$ cat config.mk
export PLATFORM = sky130hd
export DESIGN_NAME = chassis_wheel_speed_mixer
export DESIGN_NICKNAME = d
export VERILOG_FILES = /design/src/hw/rtl/cwsm_pkg.sv /design/src/hw/rtl/chassis_wheel_speed_mixer.sv
export SDC_FILE = /design/constraint.sdc
export NUM_CORES = 2
export LEC_CHECK = 0
export ABC_CLOCK_PERIOD_IN_PS = 27200
export BUFFER_PORTS_ARGS = -buffer_cell sky130_fd_sc_hd__buf_4
export CAP_MARGIN = 15
export CORE_MARGIN = 1
export CORE_UTILIZATION = 59
export DETAILED_ROUTE_END_ITERATION = 10
export GPL_TIMING_DRIVEN = 0
export PLACE_DENSITY = 0.85
export SLEW_MARGIN = 10
export SYNTH_ARGS = -nofsm -noshare
export SYNTH_HDL_FRONTEND = slang
export SYNTH_SLANG_ARGS = --single-unit
$ cat constraint.sdc
create_clock -name clk_i -period 27.2 [get_ports clk_i]
set_clock_uncertainty 0.05 [all_clocks]
set_input_delay 5.44 -clock clk_i [delete_from_list [all_inputs] [get_ports clk_i]]
set_output_delay 5.44 -clock clk_i [all_outputs]
set_load 0.005 [all_outputs]
$ cat src/hw/rtl/cwsm_pkg.sv
// Package for the chassis wheel speed mixer.
// Holds the sequencer state type, the fixed-point constants and the arctangent table.
// Depends on nothing.
package cwsm_pkg;

  typedef enum logic [2:0] {
    ST_IDLE,
    ST_CORDIC,
    ST_ROUND,
    ST_ROTATE,
    ST_MIX,
    ST_MAX,
    ST_SCALE_MUL,
    ST_SCALE_DIV
  } cwsm_state_e;

  typedef enum logic [1:0] {
    DIR_NONE = 2'd0,
    DIR_POS  = 2'd1,
    DIR_NEG  = 2'd2,
    DIR_ODD  = 2'd3
  } cwsm_dir_e;

  typedef enum logic [1:0] {
    REG_MAX_LIMIT = 2'd0,
    REG_DEADBAND  = 2'd1,
    REG_SPIN_THR  = 2'd2,
    REG_UNUSED    = 2'd3
  } cwsm_reg_e;

  localparam logic signed [31:0] Q28_HALF_PI = 32'sd421657428;
  localparam logic signed [31:0] Q28_PI      = 32'sd843314857;
  localparam logic signed [31:0] CORDIC_GAIN = 32'sd163008217;
  localparam int unsigned CordicSteps = 16;
  localparam int unsigned DivSteps    = 18;

  function automatic logic signed [31:0] atan_q28(input logic [3:0] idx);
    logic signed [31:0] v;
    unique case (idx)
      4'd0:  v = 32'sd210828714;
      4'd1:  v = 32'sd124459457;
      4'd2:  v = 32'sd65760959;
      4'd3:  v = 32'sd33381290;
      4'd4:  v = 32'sd16755422;
      4'd5:  v = 32'sd8385879;
      4'd6:  v = 32'sd4193963;
      4'd7:  v = 32'sd2097109;
      4'd8:  v = 32'sd1048571;
      4'd9:  v = 32'sd524287;
      4'd10: v = 32'sd262144;
      4'd11: v = 32'sd131072;
      4'd12: v = 32'sd65536;
      4'd13: v = 32'sd32768;
      4'd14: v = 32'sd16384;
      default: v = 32'sd8192;
    endcase
    return v;
  endfunction

endpackage

$ cat src/hw/rtl/chassis_wheel_speed_mixer.sv
// Chassis wheel speed mixer: mecanum inverse kinematics with speed limiting.
// Single module built on one CORDIC stage, one multiplier and one divider step.
// Depends on cwsm_pkg.
//
//   channel | direction | handshake                 | payload
//   --------+-----------+---------------------------+---------------------------------
//   in      | in        | in_valid_i / in_stall_o   | yaw, vx, vy, wz, correction, flag
//   out     | out       | out_valid_o / out_stall_i | four wheel speeds, spinning
//   cfg     | in        | cfg_we_i                  | cfg_idx_i, cfg_data_i
//
// Each accepted transaction runs the 16 CORDIC iterations, the rotation and the mix; when
// the four wheels are scaled, the 18-step restoring division then runs once per wheel. A
// no-force transaction skips all of these and goes straight to the result register. The
// block accepts a new transaction only when its sequencer is idle and no finished result
// waits, and the output register lets a finished result wait while the next transaction
// is taken. Reset is asynchronous and clears the sequencer, the remembered spin direction
// and the configuration to their defaults.
module chassis_wheel_speed_mixer
  import cwsm_pkg::*;
(
  input  logic               clk_i,
  input  logic               rst_ni,

  input  logic               cfg_we_i,
  input  logic [1:0]         cfg_idx_i,
  input  logic [16:0]        cfg_data_i,

  input  logic               in_valid_i,
  output logic               in_stall_o,
  input  logic signed [14:0] yaw_angle_i,
  input  logic signed [15:0] cmd_vx_i,
  input  logic signed [15:0] cmd_vy_i,
  input  logic signed [15:0] cmd_wz_i,
  input  logic signed [15:0] follow_correction_i,
  input  logic               no_force_i,

  output logic               out_valid_o,
  input  logic               out_stall_i,
  output logic signed [17:0] speed_left_back_o,
  output logic signed [17:0] speed_right_back_o,
  output logic signed [17:0] speed_right_front_o,
  output logic signed [17:0] speed_left_front_o,
  output logic               spinning_o
);

  // Configuration registers.
  logic [16:0]        lim_q;
  logic [13:0]        deadband_q;
  logic signed [15:0] spin_thr_q;

  always_ff @(posedge clk_i or negedge rst_ni) begin
    if (!rst_ni) begin
      lim_q      <= 17'd131071;
      deadband_q <= 14'd205;
      spin_thr_q <= 16'sd26;
    end else if (cfg_we_i) begin
      unique case (cwsm_reg_e'(cfg_idx_i))
        REG_MAX_LIMIT: lim_q      <= cfg_data_i;
        REG_DEADBAND:  deadband_q <= cfg_data_i[13:0];
        REG_SPIN_THR:  spin_thr_q <= cfg_data_i[15:0];
        default: ;
      endcase
    end
  end

  // Sequencer and datapath registers.
  cwsm_state_e        state_q, state_d;
  cwsm_dir_e          dir_q, dir_d;
  logic [4:0]         cnt_q, cnt_d;
  logic [1:0]         idx_q, idx_d;
  logic               done_q, done_d;

  logic signed [14:0] yaw_q, yaw_d;
  logic signed [15:0] vx_q, vx_d, vy_q, vy_d, wzc_q, wzc_d, corr_q, corr_d;
  logic               neg_q, neg_d;
  logic signed [31:0] x_q, x_d, y_q, y_d, z_q, z_d;
  logic signed [17:0] c_q, c_d, s_q, s_d;
  logic signed [37:0] acc_q, acc_d;
  logic signed [17:0] rx_q, rx_d, ry_q, ry_d;
  logic signed [17:0] w_q [4];
  logic signed [17:0] w_d [4];
  logic               spin_q, spin_d;
  logic [17:0]        m_q, m_d;
  logic [18:0]        rem_q, rem_d;
  logic [17:0]        sh_q, sh_d;

  logic               out_valid_q, out_valid_d;
  logic signed [17:0] out_w_q [4];
  logic signed [17:0] out_w_d [4];
  logic               out_spin_q, out_spin_d;

  // Shared multiplier.
  logic signed [18:0] mul_a;
  logic signed [17:0] mul_b;
  logic signed [36:0] prod;

  // Combinational helpers.
  logic signed [31:0] z_init, dx, dy, xr, yr;
  logic signed [37:0] acc_sum;
  logic signed [17:0] wz_sel;
  logic signed [19:0] mix [4];
  logic [17:0]        aw [4];
  logic [17:0]        m01, m23;
  logic [14:0]        ayaw;
  logic [35:0]        num;
  logic [19:0]        trial, dvs;
  logic               qbit;
  logic [17:0]        cur_abs;
  logic               cur_neg;
  logic               accept;

  assign accept = in_valid_i && !in_stall_o;
  assign prod   = mul_a * mul_b;

  always_comb begin
    z_init = 32'(yaw_angle_i) <<< 16;
    dx     = y_q >>> cnt_q[3:0];
    dy     = x_q >>> cnt_q[3:0];
    xr     = (x_q + 32'sd8192) >>> 14;
    yr     = (y_q + 32'sd8192) >>> 14;
    ayaw   = yaw_q[14] ? 15'(-yaw_q) : 15'(yaw_q);
    for (int i = 0; i < 4; i++) begin
      aw[i] = w_q[i][17] ? 18'(-w_q[i]) : 18'(w_q[i]);
    end
    m01     = (aw[0] > aw[1]) ? aw[0] : aw[1];
    m23     = (aw[2] > aw[3]) ? aw[2] : aw[3];
    cur_abs = aw[idx_q];
    cur_neg = w_q[idx_q][17];
    num     = {prod[34:0], 1'b0} + 36'(m_q);
    trial   = {rem_q, sh_q[17]};
    dvs     = {1'b0, m_q, 1'b0};
    qbit    = trial >= dvs;

    mul_a = {c_q[17], c_q};
    mul_b = 18'(vx_q);
    if (state_q == ST_SCALE_MUL) begin
      mul_a = {1'b0, cur_abs};
      mul_b = {1'b0, lim_q};
    end else begin
      unique case (cnt_q[1:0])
        2'd0: begin mul_a = {c_q[17], c_q}; mul_b = 18'(vx_q); end
        2'd1: begin mul_a = {s_q[17], s_q}; mul_b = 18'(vy_q); end
        2'd2: begin mul_a = {c_q[17], c_q}; mul_b = 18'(vy_q); end
        default: begin mul_a = {s_q[17], s_q}; mul_b = 18'(vx_q); end
      endcase
    end
    acc_sum = (cnt_q[1:0] == 2'd3) ? acc_q - 38'(prod) : acc_q + 38'(prod);

    // Rotation rate choice.
    wz_sel = 18'(corr_q);
    dir_d  = dir_q;
    if (wzc_q != 16'sd0) begin
      wz_sel = 18'(wzc_q);
      dir_d  = wzc_q[15] ? DIR_NEG : DIR_POS;
    end else if (dir_q != DIR_NONE) begin
      if (ayaw > {1'b0, deadband_q}) begin
        wz_sel = (dir_q == DIR_POS) ? 18'sd256 : -18'sd256;
      end else begin
        dir_d = DIR_NONE;
      end
    end
    mix[0] = -20'(rx_q) + 20'(ry_q) + 20'(wz_sel);
    mix[1] =  20'(rx_q) + 20'(ry_q) + 20'(wz_sel);
    mix[2] =  20'(rx_q) - 20'(ry_q) + 20'(wz_sel);
    mix[3] = -20'(rx_q) - 20'(ry_q) + 20'(wz_sel);
  end

  always_ff @(posedge clk_i or negedge rst_ni) begin
    if (!rst_ni) begin
      state_q     <= ST_IDLE;
      dir_q       <= DIR_NONE;
      cnt_q       <= '0;
      idx_q       <= '0;
      done_q      <= 1'b0;
      out_valid_q <= 1'b0;
    end else begin
      state_q     <= state_d;
      dir_q       <= (state_q == ST_MIX) ? dir_d : dir_q;
      cnt_q       <= cnt_d;
      idx_q       <= idx_d;
      done_q      <= done_d;
      out_valid_q <= out_valid_d;
    end
  end

  always_ff @(posedge clk_i) begin
    yaw_q  <= yaw_d;
    vx_q   <= vx_d;
    vy_q   <= vy_d;
    wzc_q  <= wzc_d;
    corr_q <= corr_d;
    neg_q  <= neg_d;
    x_q    <= x_d;
    y_q    <= y_d;
    z_q    <= z_d;
    c_q    <= c_d;
    s_q    <= s_d;
    acc_q  <= acc_d;
    rx_q   <= rx_d;
    ry_q   <= ry_d;
    w_q    <= w_d;
    spin_q <= spin_d;
    m_q    <= m_d;
    rem_q  <= rem_d;
    sh_q   <= sh_d;
    out_w_q    <= out_w_d;
    out_spin_q <= out_spin_d;
  end

  always_comb begin
    state_d = state_q;
    cnt_d   = cnt_q;
    idx_d   = idx_q;
    done_d  = done_q;
    yaw_d = yaw_q; vx_d = vx_q; vy_d = vy_q; wzc_d = wzc_q; corr_d = corr_q;
    neg_d = neg_q; x_d = x_q; y_d = y_q; z_d = z_q; c_d = c_q; s_d = s_q;
    acc_d = acc_q; rx_d = rx_q; ry_d = ry_q; w_d = w_q; spin_d = spin_q;
    m_d = m_q; rem_d = rem_q; sh_d = sh_q;
    out_w_d    = out_w_q;
    out_spin_d = out_spin_q;
    out_valid_d = out_valid_q && out_stall_i;
    in_stall_o  = (state_q != ST_IDLE) || done_q;

    // A finished result moves to the output register once that register is free.
    if (done_q && !(out_valid_q && out_stall_i)) begin
      out_w_d     = w_q;
      out_spin_d  = spin_q;
      out_valid_d = 1'b1;
      done_d      = 1'b0;
    end

    unique case (state_q)
      ST_IDLE: begin
        if (accept) begin
          yaw_d = yaw_angle_i; vx_d = cmd_vx_i; vy_d = cmd_vy_i;
          wzc_d = cmd_wz_i; corr_d = follow_correction_i;
          x_d = CORDIC_GAIN; y_d = '0; cnt_d = '0;
          if (z_init > Q28_HALF_PI) begin
            z_d = z_init - Q28_PI; neg_d = 1'b1;
          end else if (z_init < -Q28_HALF_PI) begin
            z_d = z_init + Q28_PI; neg_d = 1'b1;
          end else begin
            z_d = z_init; neg_d = 1'b0;
          end
          if (no_force_i) begin
            for (int i = 0; i < 4; i++) w_d[i] = '0;
            spin_d = 1'b0;
            done_d = 1'b1;
          end else begin
            state_d = ST_CORDIC;
          end
        end
      end
      ST_CORDIC: begin
        if (!z_q[31]) begin
          x_d = x_q - dx; y_d = y_q + dy; z_d = z_q - atan_q28(cnt_q[3:0]);
        end else begin
          x_d = x_q + dx; y_d = y_q - dy; z_d = z_q + atan_q28(cnt_q[3:0]);
        end
        cnt_d = cnt_q + 5'd1;
        if (cnt_q == 5'(CordicSteps - 1)) begin
          state_d = ST_ROUND;
        end
      end
      ST_ROUND: begin
        c_d   = neg_q ? -xr[17:0] : xr[17:0];
        s_d   = neg_q ? -yr[17:0] : yr[17:0];
        cnt_d = '0;
        state_d = ST_ROTATE;
      end
      ST_ROTATE: begin
        cnt_d = cnt_q + 5'd1;
        unique case (cnt_q[1:0])
          2'd0, 2'd2: acc_d = 38'(prod);
          2'd1: rx_d = 18'((acc_sum + 38'sd8192) >>> 14);
          default: begin
            ry_d    = 18'((acc_sum + 38'sd8192) >>> 14);
            state_d = ST_MIX;
          end
        endcase
      end
      ST_MIX: begin
        for (int i = 0; i < 4; i++) w_d[i] = mix[i][17:0];
        spin_d  = wzc_q >= spin_thr_q;
        state_d = ST_MAX;
      end
      ST_MAX: begin
        m_d   = (m01 > m23) ? m01 : m23;
        idx_d = '0;
        if (((m01 > m23) ? m01 : m23) > {1'b0, lim_q}) begin
          state_d = ST_SCALE_MUL;
        end else begin
          done_d  = 1'b1;
          state_d = ST_IDLE;
        end
      end
      ST_SCALE_MUL: begin
        rem_d   = {1'b0, num[35:18]};
        sh_d    = num[17:0];
        cnt_d   = '0;
        state_d = ST_SCALE_DIV;
      end
      ST_SCALE_DIV: begin
        rem_d = qbit ? 19'(trial - dvs) : trial[18:0];
        sh_d  = {sh_q[16:0], qbit};
        cnt_d = cnt_q + 5'd1;
        if (cnt_q == 5'(DivSteps - 1)) begin
          w_d[idx_q] = cur_neg ? -{sh_q[16:0], qbit} : {sh_q[16:0], qbit};
          idx_d      = idx_q + 2'd1;
          if (idx_q == 2'd3) begin
            done_d  = 1'b1;
            state_d = ST_IDLE;
          end else begin
            state_d = ST_SCALE_MUL;
          end
        end
      end
      default: state_d = ST_IDLE;
    endcase
  end

  assign out_valid_o         = out_valid_q;
  assign speed_left_back_o   = out_w_q[0];
  assign speed_right_back_o  = out_w_q[1];
  assign speed_right_front_o = out_w_q[2];
  assign speed_left_front_o  = out_w_q[3];
  assign spinning_o          = out_spin_q;

  // The remembered direction never takes the unused code.
  a_dir_legal: assert property (@(posedge clk_i) disable iff (!rst_ni)
    dir_q != DIR_ODD) else $error("spin direction took the unused code");

  // A transaction that needs work leaves the idle state on the next cycle.
  a_start: assert property (@(posedge clk_i) disable iff (!rst_ni)
    accept && !no_force_i |=> state_q == ST_CORDIC)
    else $error("sequencer did not start");

  // A no-force transaction holds a finished result and leaves the direction alone.
  a_no_force: assert property (@(posedge clk_i) disable iff (!rst_ni)
    accept && no_force_i |=> done_q && state_q == ST_IDLE && $stable(dir_q))
    else $error("no-force transaction mishandled");

  // A pending result always blocks new transactions.
  a_hold: assert property (@(posedge clk_i) disable iff (!rst_ni)
    done_q |-> in_stall_o) else $error("accepted while a result was pending");

endmodule

==> metrics <==
Final period util a little over three fifths; Yosys reg bits 542; commonest non-fill, non-tap cell in the layout inv_1; layout cells sized above 1 roughly 8.2%; Syn Inst Count about 6200; Setup Viol. Count Final 0; critical path class flip-flop to flip-flop; Reg-to-Reg Start cnt_q[1]; DP Wirelength between 150000 and 200000 um; full die area 99400 sq um; max-slew violations 0; main combinational cell family by area after synthesis adder cells; R2R depth 52; count of buffers from port buffering between 150 and 200; initial antenna violation count 9; CP delay by family, top buffers and inverters; global-route wire length before repair about 300000 um; P&R area growth vs syn 9.43%; Final Hold Vio Count 0; syn_nets ~7200; CP bufs+invs 16; Rel. slew slack approximately 12%; share of synthesized area spent on multiplexers approximately 5.8%; Die Height 315 um; wire per inst 25.5 um; Post-Route WL between 150000 and 200000 um; Clock Latency Late Sink about 0.72 ns; setup TNS 0 ns; TritonCTS buffer count 60; FF-to-FF setup slack 10.06 ns; Hold EP spinning_o; Top FF cell, synth edfxtp_1; routed wl met3 approximately 24000 um; setup bufs post-CTS 0; met1 WL 75500 um; Horiz. Die Dim around 320 um; PostCTS Resize Cnt 0; Fmax 58.3 MHz; Util after Layout between 60% and 70%; DRT antenna net count 0; Net count, final 7452; CP peak stage delay 1.01 ns; post-synthesis adder-cell area fraction 23.7%; RSZ-0062 raised after global routing false; post-synth top area cell edfxtp_1; hold_sp spin_q; clk sinks between 500 and 600; most frequent cells in the layout 774 x inv_1, 630 x nand2_1, 506 x nor2_1; simple-gate share of the synthesized area ~14%; TritonCTS clock tree yes; Critical R2R Capture rx_q[17]; Mapped Area ~58000 sq um; yosys warns 0; total number of vias 49781; # IOs between 150 and 200; Seq/Total Area, Yosys roughly 28%; vias in the first global route between 40000 and 50000; worst endpoint required time roughly 28 ns; Starting Density about three fifths; top sig layer met5; Max Cap Viol 0; Yosys cell types 100; mean post-synth cell area between 9 and 10 sq um; post-synthesis xor/xnor area fraction ~8.3%; Critical Path Fanout Max 10; cts hold-fix bufs 0; EDFF count, synth around 480; clock root buffer clkbuf_16; DRT Pass-1 Iters 8; core area slightly below 100000 sq um; Hold Path Stages 0; Worst Hold Class flip-flop to flip-flop; post-synthesis compound-gate area fraction between 10% and 20%; Clock H-tree levels 2; type of origin of the critical path flip-flop; Slowest-stage cell, CP o31ai_1; top-area cell type share of the netlist area about 25%; ranking of synthesized cells by area edfxtp_1 25%, fa_1 14%, ha_1 9.7%, inv_1 5.0%, xnor2_1 4.6%; Reg clk slew, reported paths 0.07 ns; via/cell ratio between 6 and 7; Tmin final 17.14 ns; grt total ovfl 0; gpl congestion ~1.1; Post-synth ARST share 11.3%; deepest clock path buffer count 3; CP arrival around 18 ns; most numerous cell on the critical path inv_1; initial drt markers between 5000 and 6000; Critical Path End Type flip-flop; DRC Markers 0; largest net degree at the start of global routing a little over 60; cell row count approximately 110; worst-margin pin slew around 1.3 ns; status complete, no violations; routed wl met2 a little under 90000 um; Tot GR Track Use between 30% and 40%
[per-layer routing]
| layer | GRT usage [%] | up-vias |
|---|---|---|
| met2 | 61.0 | 2933 |
| li1 | - | 22008 |
| met3 | 11.4 | 650 |
| met1 | 51.4 | 24180 |
| met5 | 1.14 | - |
| met4 | 20.7 | 10 |
[state kept, by name, indices dropped and copies added, names as in the netlist, 14 cells and up]
name	count
acc_q	32
speed_right_front_o	18
speed_right_back_o	18
m_q	18
sh_q	18
yaw_q	15
speed_left_front_o	18
wzc_q	16
ry_q	18
speed_left_back_o	18
y_q	32
x_q	32
spin_thr_q	16
rem_q	19
vy_q	16
w_q	72
s_q	18
rx_q	18
corr_q	16
z_q	32
deadband_q	14
lim_q	17
vx_q	16
c_q	18
[worst max path at each step]
stage	depth (start not counted)	slack, ns	from	to
detailed placement	52	10.63	cnt_q[1]	rx_q[17]
global placement	53	10.74	cnt_q[1]	rx_q[17]
finish	52	10.06	cnt_q[1]	rx_q[17]
CTS	52	10.52	cnt_q[1]	ry_q[17]
floorplan	51	14.40	cnt_q[1]	rx_q[17]
global route	52	9.48	cnt_q[1]	rx_q[17]
[cell families (layout without fill, tap and decap cells)]
group | after synthesis | after routing
multiplexers | 237 | 237
flip-flops | 542 | 542
AO/OA/AOI/OAI | 1301 | 1301
other | 0 | 9
AND/OR/NAND/NOR | 1749 | 1749
adder cells (fa/ha/maj) | 855 | 855
buffers and inverters | 1002 | 1314
XOR/XNOR | 546 | 546
[final cells by class]
class / instances / area, sq um
diodes: 9 / 22.5
fillers: 7762 / 33600
clock inverters: 40 / 509
well taps: 1276 / 1600
flip-flops and latches: 542 / 16000
inverters: 778 / 2920
plain buffers: 224 / 876
multi-input cells: 4688 / 38200
clock buffers: 73 / 1660
repair buffers: 199 / 1610
[cell usage after synthesis, types with 18 or more instances]
master    instances
mux4_2           72
nand2_1         632
a211oi_1         30
a21oi_1         350
nor3_1           77
edfxtp_1        481
o21bai_1         44
mux2i_1         107
nand4_1          41
xor2_1          239
inv_1           775
fa_1            405
dfrtp_1          36
nand3_1          76
or3_1            35
ha_1            450
o22ai_1          40
or2_2            18
o211ai_1         23
a31oi_1          60
o21ai_0         343
nor2_1          506
nand2b_1         85
o31ai_1          50
o41ai_1          24
mux2_2           58
dfstp_2          25
xnor2_1         302
a21boi_0         19
a21o_1          111
and3_1           58
nor2b_1          65
clkbuf_1        173
and2_1           48
or4_1            22
nor4_1           30
o21a_1           61
buf_1            31
[stage by stage]
step	instance area [sq um]	hold WS (ns)	worst slack, ns	std cells
after floorplan	57900	0.350	14.40	6232
after global placement	60800	0.363	10.74	7686
after detailed placement	61200	0.368	10.63	7704
after CTS	63300	0.383	10.52	7817
after global routing	63400	0.389	9.48	7820
final	63400	0.385	10.06	7829
[worst register-to-register path: cells and delay by family, from the launching register on]
family	cells	cell delay (ns)
compound gates	12	3.65
xor+xnor	2	0.46
fa+ha+maj	9	3.89
buf+inv	16	4.93
flops	1	0.41
mux	1	0.69
simple gates	12	2.79
Power is left out: the tool's default activity adds up to more than one toggle a clock period on the data nets, which glitch-free logic cannot reach.
